--- config.mk ---
export PLATFORM = sky130hd
export DESIGN_NAME = ring_buffer_with_contiguous_burst
export DESIGN_NICKNAME = d
export VERILOG_FILES = /design/src/hdl/rbcb_pkg.sv /design/src/hdl/rbcb_mem.sv /design/src/hdl/ring_buffer_with_contiguous_burst.sv
export SDC_FILE = /design/constraint.sdc
export NUM_CORES = 1
export LEC_CHECK = 0
export BUFFER_PORTS_ARGS = -buffer_cell sky130_fd_sc_hd__clkbuf_2
export CAP_MARGIN = 15
export CORE_UTILIZATION = 60
export DETAILED_ROUTE_END_ITERATION = 6
export PLACE_DENSITY_LB_ADDON = 0.2
export RECOVER_POWER = 100
export SLEW_MARGIN = 25
export SYNTH_ARGS = -nofsm -noshare
export SYNTH_HDL_FRONTEND = slang
export SYNTH_HIERARCHICAL = 1
export SYNTH_SLANG_ARGS = --single-unit
--- constraint.sdc ---
create_clock -name clk -period 6.58 [get_ports clk]
set_input_delay 0.329 -clock clk [delete_from_list [all_inputs] [get_ports clk]]
set_output_delay 0.329 -clock clk [all_outputs]
set_load 0.02 [all_outputs]
--- src/hdl/rbcb_pkg.sv ---
// shared constants, types and index helpers for the ring buffer with contiguous burst
package rbcb_pkg;

    localparam int DEPTH    = 64;
    localparam int IDX_W    = (DEPTH > 1) ? $clog2(DEPTH) : 1;
    localparam int SAMPLE_W = 16;
    localparam int RUN_W    = 6;
    localparam int LEN_W    = (IDX_W + 1 > RUN_W) ? IDX_W + 1 : RUN_W;

    localparam logic [RUN_W-1:0] RUN_CAP = {RUN_W{1'b1}};

    typedef logic [IDX_W-1:0]    idx_t;
    typedef logic [SAMPLE_W-1:0] sample_t;
    typedef logic [RUN_W-1:0]    run_t;

    typedef enum logic [1:0] {
        CMD_PUSH   = 2'd0,
        CMD_POP    = 2'd1,
        CMD_TAKE   = 2'd2,
        CMD_STATUS = 2'd3
    } cmd_t;

    typedef enum logic {
        ST_IDLE,
        ST_RUN
    } state_t;

    // request bundle from the sequencer to the sample memory
    typedef struct packed {
        logic    wr_en;
        idx_t    wr_addr;
        sample_t wr_data;
        logic    rd_en;
        idx_t    rd_addr;
    } mem_req_t;

    function automatic idx_t wrap_inc(input idx_t i);
        idx_t res;
        if (i == idx_t'(DEPTH - 1))
        begin
            res = '0;
        end
        else
        begin
            res = i + idx_t'(1);
        end
        return res;
    endfunction

    function automatic logic ring_full(input idx_t w, input idx_t r);
        return (wrap_inc(w) == r);
    endfunction

    function automatic logic ring_empty(input idx_t w, input idx_t r);
        return (w == r);
    endfunction

    // contiguous readable count, saturated to the run field
    function automatic run_t run_len(input idx_t w, input idx_t r);
        logic [LEN_W-1:0] raw;
        run_t             res;
        if (w == r)
        begin
            raw = '0;
        end
        else if (w < r)
        begin
            raw = LEN_W'(DEPTH) - LEN_W'(r);
        end
        else
        begin
            raw = LEN_W'(w) - LEN_W'(r);
        end
        if (raw > LEN_W'(RUN_CAP))
        begin
            res = RUN_CAP;
        end
        else
        begin
            res = raw[RUN_W-1:0];
        end
        return res;
    endfunction

endpackage

--- src/hdl/rbcb_mem.sv ---
// sample store: one write port, one read port with registered read data
module rbcb_mem
(
    input  logic                clk,
    input  rbcb_pkg::mem_req_t  req,
    output rbcb_pkg::sample_t   rd_data
);

    rbcb_pkg::sample_t mem [rbcb_pkg::DEPTH];

    always_ff @(posedge clk)
    begin
        if (req.wr_en)
        begin
            mem[req.wr_addr] <= req.wr_data;
        end
    end

    always_ff @(posedge clk)
    begin
        if (req.rd_en)
        begin
            rd_data <= mem[req.rd_addr];
        end
    end

endmodule

--- src/hdl/ring_buffer_with_contiguous_burst.sv ---
// top level: index registers, command sequencer and result registers around the sample store
//
// A ring of 64 sixteen-bit slots holding up to 63 samples. A command beat is
// taken when start is high and busy is low. Push, pop and status-only never
// raise busy, so they can be issued back to back, and give one result
// beat on the cycle after they are taken. A take-run of n samples (n capped
// at 63) gives n result beats, one sample per cycle through the single read
// port of the store, and holds busy high while the samples after the first
// are read. Every result beat is shown for one cycle with strobe high; the
// receiver cannot stall the block, so it must take each beat as it comes.
// Flags and run_length on a beat show the ring after that beat. Empty pops
// and takes, and refused pushes, give a single beat with ok low and data zero.
module ring_buffer_with_contiguous_burst
(
    input  logic        clk,
    input  logic        rst_n,
    input  logic        start,
    output logic        busy,
    input  logic [1:0]  command,
    input  logic [15:0] sample,
    output logic        strobe,
    output logic [15:0] data,
    output logic        ok,
    output logic        last,
    output logic        is_full,
    output logic        is_empty,
    output logic [5:0]  run_length
);

    // indices and sequencer state
    rbcb_pkg::idx_t   widx_reg, widx_next;
    rbcb_pkg::idx_t   ridx_reg, ridx_next;
    rbcb_pkg::state_t state_reg, state_next;
    rbcb_pkg::run_t   left_reg, left_next;

    // result beat registers
    logic             strobe_reg, strobe_next;
    logic             ok_reg, ok_next;
    logic             last_reg, last_next;
    logic             full_reg, full_next;
    logic             empty_reg, empty_next;
    rbcb_pkg::run_t   len_reg, len_next;
    logic             rd_sel_reg, rd_sel_next;

    rbcb_pkg::mem_req_t req;
    rbcb_pkg::sample_t  rd_data;
    rbcb_pkg::run_t     cur_len;
    rbcb_pkg::cmd_t     cmd;

    rbcb_mem u_mem
    (
        .clk     (clk),
        .req     (req),
        .rd_data (rd_data)
    );

    assign cmd     = rbcb_pkg::cmd_t'(command);
    assign cur_len = rbcb_pkg::run_len(widx_reg, ridx_reg);

    always_ff @(posedge clk or negedge rst_n)
    begin
        if (!rst_n)
        begin
            state_reg  <= rbcb_pkg::ST_IDLE;
            widx_reg   <= '0;
            ridx_reg   <= '0;
            left_reg   <= '0;
            strobe_reg <= 1'b0;
            rd_sel_reg <= 1'b0;
        end
        else
        begin
            state_reg  <= state_next;
            widx_reg   <= widx_next;
            ridx_reg   <= ridx_next;
            left_reg   <= left_next;
            strobe_reg <= strobe_next;
            rd_sel_reg <= rd_sel_next;
        end
    end

    // beat payload, only meaningful while strobe is high
    always_ff @(posedge clk)
    begin
        ok_reg    <= ok_next;
        last_reg  <= last_next;
        full_reg  <= full_next;
        empty_reg <= empty_next;
        len_reg   <= len_next;
    end

    always_comb
    begin
        state_next   = state_reg;
        widx_next    = widx_reg;
        ridx_next    = ridx_reg;
        left_next    = left_reg;
        strobe_next  = 1'b0;
        ok_next      = 1'b0;
        last_next    = 1'b1;
        rd_sel_next  = 1'b0;
        req.wr_en    = 1'b0;
        req.wr_addr  = widx_reg;
        req.wr_data  = sample;
        req.rd_en    = 1'b0;
        req.rd_addr  = ridx_reg;

        case (state_reg)
            rbcb_pkg::ST_IDLE:
            begin
                if (start)
                begin
                    strobe_next = 1'b1;
                    case (cmd)
                        rbcb_pkg::CMD_PUSH:
                        begin
                            if (!rbcb_pkg::ring_full(widx_reg, ridx_reg))
                            begin
                                req.wr_en = 1'b1;
                                widx_next = rbcb_pkg::wrap_inc(widx_reg);
                                ok_next   = 1'b1;
                            end
                        end
                        rbcb_pkg::CMD_POP:
                        begin
                            if (!rbcb_pkg::ring_empty(widx_reg, ridx_reg))
                            begin
                                req.rd_en   = 1'b1;
                                ridx_next   = rbcb_pkg::wrap_inc(ridx_reg);
                                ok_next     = 1'b1;
                                rd_sel_next = 1'b1;
                            end
                        end
                        rbcb_pkg::CMD_TAKE:
                        begin
                            // first sample of the run goes out straight away
                            if (cur_len != '0)
                            begin
                                req.rd_en   = 1'b1;
                                ridx_next   = rbcb_pkg::wrap_inc(ridx_reg);
                                ok_next     = 1'b1;
                                rd_sel_next = 1'b1;
                                last_next   = (cur_len == rbcb_pkg::run_t'(1));
                                left_next   = cur_len - rbcb_pkg::run_t'(1);
                                if (cur_len != rbcb_pkg::run_t'(1))
                                begin
                                    state_next = rbcb_pkg::ST_RUN;
                                end
                            end
                        end
                        default:
                        begin
                            ok_next = 1'b1;
                        end
                    endcase
                end
            end
            rbcb_pkg::ST_RUN:
            begin
                // one sample of the burst per cycle
                strobe_next = 1'b1;
                req.rd_en   = 1'b1;
                ridx_next   = rbcb_pkg::wrap_inc(ridx_reg);
                ok_next     = 1'b1;
                rd_sel_next = 1'b1;
                last_next   = (left_reg == rbcb_pkg::run_t'(1));
                left_next   = left_reg - rbcb_pkg::run_t'(1);
                if (left_reg == rbcb_pkg::run_t'(1))
                begin
                    state_next = rbcb_pkg::ST_IDLE;
                end
            end
            default:
            begin
                state_next = rbcb_pkg::ST_IDLE;
            end
        endcase

        // flags describe the ring after this beat
        full_next  = rbcb_pkg::ring_full(widx_next, ridx_next);
        empty_next = rbcb_pkg::ring_empty(widx_next, ridx_next);
        len_next   = rbcb_pkg::run_len(widx_next, ridx_next);
    end

    assign busy       = (state_reg == rbcb_pkg::ST_RUN);
    assign strobe     = strobe_reg;
    assign data       = rd_sel_reg ? rd_data : '0;
    assign ok         = ok_reg;
    assign last       = last_reg;
    assign is_full    = full_reg;
    assign is_empty   = empty_reg;
    assign run_length = len_reg;

endmodule

==> metrics, run 1 <==
outcome finished, violations left; failing checks max-capacitance violations, max-slew violations; biggest regs u_mem/mem x1024, u_mem/rd_data x16; CP Class reg -> reg; PD cells 427 nW/µm²; worst skew pair latency 680 ps; worst path bufs/invs 1; ys flop type edfxtp_1; async set-reset flop share out of synthesis 1.96%; FF+latch count, synth 1071; final antenna-violating net count 0; Die X 272 µm; WHS Path Cells 2; R2R depth 23; Syn Nets 2317; worst path required time 7160 ps; die area 73900 µm²; Synth Warn # 6; RSZ-0062 raised after global routing no; final number of max-transition violations 1232; max FFs per register 1024; Clock power frac 28.2%; crit-path cells clkinv_1, ha_1, nor2_1, a21o_1, o31ai_4, mux2_2, o21ai_0, ha_1, o211a_1, a21oi_1, o32ai_1, or2_1, ha_1, nor2b_1, o21ai_0, a21boi_0, o21ai_0, nand2b_1, and2_1, a211oi_1, and3_1, a21oi_1, o211ai_1; Netlist cell types 95; DR DRC count 0; register area share after synthesis 73.2%; clock-pin slew on the worst setup and hold paths 60 ps; DRT Wirelength 103000 µm; final worst path period share 92.2%; IO buf count 48; Setup Buffers After CTS 0; Fmax 0.165 GHz; # Max-Cap Violations 26; top post-synthesis cells by area edfxtp_1 71%, mux4_2 11%, mux2i_1 2.1%; Post-DP HPWL 61100 µm; Comb pwr share 33.8%; core box area 71700 µm²; Switch Pwr 6820 µW; synthesized area per cell 19.3 µm²; part of the power in registers 38.0%; GRT Overall Usage 28.4%; IO Count 49; EDFF count, synth 1040; largest reg by FF count u_mem/mem; Initial Util 60.9%; Worst Max-Slew Pin Slew 3590 ps; Total Power 20600 µW; initial antenna violation count 1; CTS root buf clkbuf_16; H-tree depth 3; Min-Delay Path Class in -> reg; Final Critical Period 6070 ps; routed len/inst 29.9 µm; switch share 33.2%; Internal 13700 µW; largest area contributor in the netlist edfxtp_1; first-pass GRT wire length 150000 µm; placer congestion estimate 0.869; area of the mapped netlist 43700 µm²; # rows 98; largest net degree at the start of global routing 145; worst r2r dst run_length[4]; synthesized instance count 2269; CP arrival 6650 ps; first-pass detailed-route iteration total 5; maximum vdd drop 0.326 mV; CTS max path bufs 3; Static Leak 0.0154 µW; Area Overhead vs Synth 10.1%; final setup skew 32.5 ps; R2R setup slack 510 ps; slowest cell delay on critical path 460 ps; startpoint types flop; final setup vio count 0; gr ovfl total 0; vias per inst 6.58; setup total negative slack 0 ps; CP max FO 7; top-area cell type share of the netlist area 71.5%; TritonCTS clock tree done; total clock buffers created by CTS 104; number of global-route vias before repair 22500; nets 2451; final hold viol count 0; critical hold path startpoint start; CP max stage cell o32ai_1; CP delay by family, top compound AO/OA/AOI/OAI gates; height of the chip 272 µm; R2R Path Start ridx_reg[2]; final core utilization 67.0%; Hold Path Sink strobe; Worst setup EP type flop; initial drt markers 2877; Vias 22600; Slew headroom -140%; layout cells sized above 1 19.6%; clk sinks 1071
layout make-up:
class | count | area, µm²
inverters | 34 | 128
multi-input cells | 1043 | 10800
fillers | 4718 | 23600
diodes | 2 | 5.00
clock buffers | 128 | 2700
repair buffers | 149 | 716
well taps | 950 | 1190
flip-flops and latches | 1071 | 32000
clock inverters | 65 | 631
worst max path at each step:
stage                start            end  slack (ps)  cells after the start
2_1_floorplan  ridx_reg[1]  run_length[4]        1180                     24
3_3_place_gp   ridx_reg[2]  run_length[0]         720                     23
3_5_place_dp   ridx_reg[2]  run_length[0]         570                     23
4_1_cts        ridx_reg[2]  run_length[0]         470                     23
5_1_grt        ridx_reg[2]  run_length[1]          60                     24
6_report       ridx_reg[2]  run_length[4]         510                     23
cell usage after synthesis, types with 5 or more instances:
| cell | number |
|---|---|
| or3_1 | 6 |
| a211o_1 | 12 |
| a311oi_1 | 9 |
| nand4_1 | 13 |
| o21ai_0 | 29 |
| nor2b_1 | 35 |
| nand3_1 | 37 |
| buf_6 | 17 |
| mux4_2 | 220 |
| a211oi_1 | 12 |
| inv_1 | 28 |
| and2_1 | 28 |
| xnor2_1 | 18 |
| a41oi_1 | 7 |
| buf_12 | 5 |
| a221oi_1 | 16 |
| edfxtp_1 | 1040 |
| o31ai_1 | 5 |
| a31oi_1 | 11 |
| dfxtp_1 | 10 |
| clkbuf_1 | 35 |
| nor3_1 | 11 |
| o21ai_1 | 7 |
| nand2b_1 | 7 |
| buf_2 | 42 |
| mux2i_1 | 92 |
| a21oi_1 | 42 |
| a221o_1 | 6 |
| a21o_1 | 5 |
| nand2_1 | 97 |
| a22oi_1 | 40 |
| dfrtp_1 | 21 |
| xor2_1 | 8 |
| o211ai_1 | 15 |
| a22o_1 | 8 |
| nor2_1 | 100 |
| mux2_2 | 29 |
| ha_1 | 25 |
| and4_1 | 6 |
| buf_4 | 13 |
| and3_1 | 10 |
metrics by stage:
step	hold WS, ps	cells	instance area, µm²	setup WS (ps)
after global routing	62.5	3440	48100	58.3
final	73.7	3442	48100	513
after global placement	385	3246	45100	722
after floorplan	33.4	2269	43700	1180
after detailed placement	418	3246	45100	566
after CTS	19.3	3440	48500	471
cell usage in the layout, fill, tap and decap left out, types with 23 or more instances in the layout:
cell	synthesis	final
nor2b_1	35	34
ha_1	25	25
inv_1	28	28
a21oi_1	42	43
mux2_2	29	28
o21ai_0	29	32
nand2_1	97	97
buf_4	13	24
clkinv_2	0	23
mux4_2	220	220
clkbuf_16	0	104
mux2i_1	92	92
nand3_1	37	37
a22oi_1	40	40
clkbuf_1	35	111
nor2_1	100	99
edfxtp_1	1040	1040
clkbuf_2	2	35
worst reg2reg max path, delay by kind of cell, from the launching register on:
kind	cells	cell delay [ps]
AO/OA/AOI/OAI	12	2900
AND/OR/NAND/NOR	6	1060
adder cells (fa/ha/maj)	3	1030
flip-flops	1	400
multiplexers	1	380
buffers and inverters	1	230
timing repair:
item / CTS / global route
hold buffers: 1 / 0
setup endpoints to repair: 0 / 4
endpoints found under the hold margin: 21 / 0
resized for setup: 0 / 1
metal layers:
layer / vias to the layer above / GRT usage, % / share of wire, % / routed length (µm)
met3: 166 / 6.24 / 9.7 / 9970
li1: 9591 / - / - / -
met1: 11800 / 41.0 / 40 / 41300
met4: 2 / 10.2 / 3.2 / 3320
met2: 1076 / 43.2 / 47 / 48100
met5: - / 0.578 / 0.061 / 63
kinds of logic (layout without fill, tap and decap cells):
| family | after synthesis | count (layout) | synth area share (%) |
|---|---|---|---|
| simple gates | 373 | 373 | 4.26 |
| other cells | 0 | 2 | 0 |
| compound gates | 271 | 271 | 4.64 |
| mux | 346 | 346 | 14.5 |
| xor+xnor | 26 | 26 | 0.521 |
| fa+ha+maj | 27 | 27 | 0.808 |
| flops | 1071 | 1071 | 73.2 |
| buf+inv | 155 | 376 | 2.13 |
power by group through the flow:
stage               sequential (µW)  clock [µW]  combinational [µW]
finish                         7810        5790                6950
global route                   7830        6110                7410
detailed placement             7940           0                6940
floorplan                      7950           0                5020
CTS                            7790        5870                6990
global placement               7930           0                6930
(Power assumes the default switching activity.)
==> run 2: changes to the inputs <==
- ABC_AREA: default -> 1
- clock period: 6.58 -> 6.08 ns (I/O delays scaled with it)
==> run 2 against run 1 <==
  * First-iteration DRC count grew 42%
  * Critical path type unchanged
  * The flow still finishes with violations (max-capacitance violations, max-slew violations)
  * Sequential cell count is the same
  * Synthesized cell count grew 78%
  * Non-clock buffer count grew 6
  * Via count grew 36%
==> metrics, run 2 <==
TritonCTS clock tree done (unchanged); FF+latch count, synth 1071 (unchanged); maximum vdd drop 0.249 mV (was 0.326 mV); nets 4123 (was 2451); first-pass GRT wire length 173000 µm (was 150000 µm); CTS max path bufs 3 (unchanged); setup total negative slack 0 ps (unchanged); EDFF count, synth 1040 (unchanged); Worst Max-Slew Pin Slew 3470 ps (was 3590 ps); async set-reset flop share out of synthesis 1.96% (unchanged); area of the mapped netlist 45600 µm² (was 43700 µm²); failing checks max-capacitance violations, max-slew violations (unchanged); multi-input logic area 11800 µm² (was 10800 µm²); CP arrival 6120 ps (was 6650 ps); Post-DP HPWL 60100 µm (was 61100 µm); IO Count 49 (unchanged); CP max FO 90 (was 7); Min-Delay Path Class in -> reg (unchanged); synthesized instance count 4048 (was 2269); DR DRC count 0 (unchanged); WHS Path Cells 6 (was 2); core box area 74800 µm² (was 71700 µm²); top-area cell type share of the netlist area 68.5% (was 71.5%); layout cells sized above 1 5.74% (was 19.6%); clk sinks 1071 (unchanged); initial drt markers 4093 (was 2877); final core utilization 66.3% (was 67.0%); clock-pin slew on the worst setup and hold paths 60 ps (about the same); GRT Overall Usage 29.7% (was 28.4%); CP Class reg -> reg (unchanged); final worst path period share 92.1% (was 92.2%); IO buf count 48 (unchanged); final setup vio count 0 (unchanged); Static Leak 0.0181 µW (was 0.0154 µW); routed len/inst 22.4 µm (was 29.9 µm); Vias 30800 (was 22600); setup slack after layout 480 ps (was 513 ps); layout filler cell count 5574 (was 4718); gr ovfl total 0 (unchanged); Die X 278 µm (was 272 µm); worst path required time 6600 ps (was 7160 ps); number of global-route vias before repair 29200 (was 22500); most frequent cells in the layout 1455 x nand2_1, 1040 x edfxtp_1, 916 x nand3_1 (was 1040 x edfxtp_1, 220 x mux4_2, 111 x clkbuf_1); final antenna-violating net count 0 (unchanged); PD cells 320 nW/µm² (was 427 nW/µm²); CTS root buf clkbuf_16 (unchanged); register area 32000 µm² (about the same); GRT busiest layer met2 (unchanged); largest reg by FF count u_mem/mem (unchanged); biggest regs u_mem/mem x1024, u_mem/rd_data x16 (unchanged); Syn Nets 4096 (was 2317); largest net degree at the start of global routing 279 (was 145); H-tree depth 3 (unchanged); R2R depth 12 (was 23); met2 Usage GRT 47.2% (was 43.2%); Ant. Diodes 0 (was 2); initial antenna violation count 0 (was 1); Area Overhead vs Synth 8.81% (was 10.1%); Clock power frac 40.9% (was 28.2%); Slew headroom -131% (was -140%); Comb pwr share 7.6% (was 33.8%); switch share 23.2% (was 33.2%); Place WS 731 ps (was 566 ps); first-pass detailed-route iteration total 5 (unchanged); startpoint types flop (unchanged); height of the chip 278 µm (was 272 µm); Switch Pwr 3680 µW (was 6820 µW); final setup skew 32.0 ps (was 32.5 ps); largest area contributor in the netlist edfxtp_1 (unchanged); most common cell in the netlist nand2_1 (was edfxtp_1); Total Power 15900 µW (was 20600 µW); Synth Warn # 6 (unchanged); # Max-Cap Violations 17 (was 26); commonest non-fill, non-tap cell in the layout nand2_1 (was edfxtp_1); top cells by instance count after synthesis 1452 x nand2_1, 1040 x edfxtp_1, 914 x nand3_1, 115 x buf_2, 93 x nor2_1 (was 1040 x edfxtp_1, 220 x mux4_2, 100 x nor2_1, 97 x nand2_1, 92 x mux2i_1); outcome finished, violations left (unchanged); total clock buffers created by CTS 105 (was 104); max FFs per register 1024 (unchanged); ys flop type edfxtp_1 (unchanged); DRT Wirelength 115000 µm (was 103000 µm); Internal 12200 µW (was 13700 µW); top post-synthesis cells by area edfxtp_1 68%, nand2_1 12%, nand3_1 10% (was edfxtp_1 71%, mux4_2 11%, mux2i_1 2.1%); register area share after synthesis 70.0% (was 73.2%); Worst setup EP type flop (unchanged); vias per inst 6.00 (was 6.58); worst skew pair latency 680 ps (about the same); Final Critical Period 5600 ps (was 6070 ps); Netlist cell types 47 (was 95); die area 77100 µm² (was 73900 µm²); RSZ-0062 raised after global routing no (unchanged); final number of max-transition violations 1131 (was 1232); GR Util met3 5.93% (was 6.24%); placer congestion estimate 0.859 (was 0.869); final hold slack 79.7 ps (was 73.7 ps); M1 GR Usage 41.2% (was 41.0%); PostCTS Resize Cnt 0 (unchanged); # rows 100 (was 98); part of the power in registers 51.5% (was 38.0%); final hold viol count 0 (unchanged); Initial Util 61.0% (was 60.9%); Fmax 0.179 GHz (was 0.165 GHz); synthesized area per cell 11.3 µm² (was 19.3 µm²)
[run 2: cell count changes in the layout (fill, tap and decap cells not counted), sizes merged, moves of 40 or more]
cell	delta
a22oi	-40
inv	+66
mux2i	-93
mux4	-224
nand2	+1366
nand3	+884
[run 2: power by group through the flow]
| stage | Clock (µW) | Sequential, µW | Combinational, µW |
|---|---|---|---|
| finish | 6500 | 8170 | 1200 |
| floorplan | 0 | 8300 | 770 |
| CTS | 6540 | 8150 | 1200 |
| detailed placement | 0 | 8310 | 1190 |
| global route | 6810 | 8170 | 1310 |
| global placement | 0 | 8310 | 1170 |
[run 2: what timing repair did]
| item | in CTS | in global routing |
|---|---|---|
| endpoints found under the hold margin | 22 | 0 |
| endpoints found under the setup margin | 0 | 0 |
| buffers inserted | 0 | 0 |
| hold buffers | 2 | 0 |
[run 2: path summary, 6_finish.rpt]
kind | from | endpoint | slack, ps
setup / recovery | ridx_reg[0] | u_mem/rd_data[11] | 480
hold / removal | command[1] | ok | 80
setup reg to reg | ridx_reg[0] | u_mem/rd_data[11] | 480
hold reg to reg | left_reg[5] | left_reg[5] | 560
max in group asynchronous | rst_n | ridx_reg[2] | 4710
min in group asynchronous | rst_n | left_reg[1] | 430
[run 2: worst max-delay path: stages (launching register included)]
cell	delay, ps
dfrtp_2	910
clkbuf_4	930
clkbuf_2	1520
buf_4	830
buf_12	290
nand2_1	80
nand3_1	80
nand3_1	100
nand2_1	120
nand2_1	60
nand3_1	100
nand3_1	160
nand2_1	170
[run 2: cell type report]
type	count	area share [%]
flip-flops and latches	1071	64.4
multi-input cells	2642	23.7
clock buffers	135	5.75
well taps	969	2.44
repair buffers	155	1.63
clock inverters	61	1.23
inverters	100	0.812
[run 2: cell families (layout without fill, tap and decap cells)]
family | after synthesis | count (layout) | share of synthesized area, %
AND/OR/NAND/NOR | 2524 | 2524 | 23.9
flip-flops | 1071 | 1071 | 70.0
buffers and inverters | 335 | 451 | 4.08
AO/OA/AOI/OAI | 73 | 73 | 0.902
adder cells (fa/ha/maj) | 27 | 27 | 0.773
XOR/XNOR | 18 | 18 | 0.346
[run 2: per-layer routing]
layer | vias to the layer above | wire (µm)
li1 | 14200 | -
met1 | 14800 | 45600
met2 | 1632 | 54300
met3 | 219 | 12000
met4 | 0 | 3190
met5 | - | 0
[run 2: through the flow]
| step | area, µm² | cells |
|---|---|---|
| after floorplan | 45600 | 4048 |
| after global placement | 46500 | 4933 |
| after detailed placement | 46600 | 4934 |
| after CTS | 50000 | 5132 |
| after global routing | 49600 | 5133 |
| final | 49600 | 5133 |
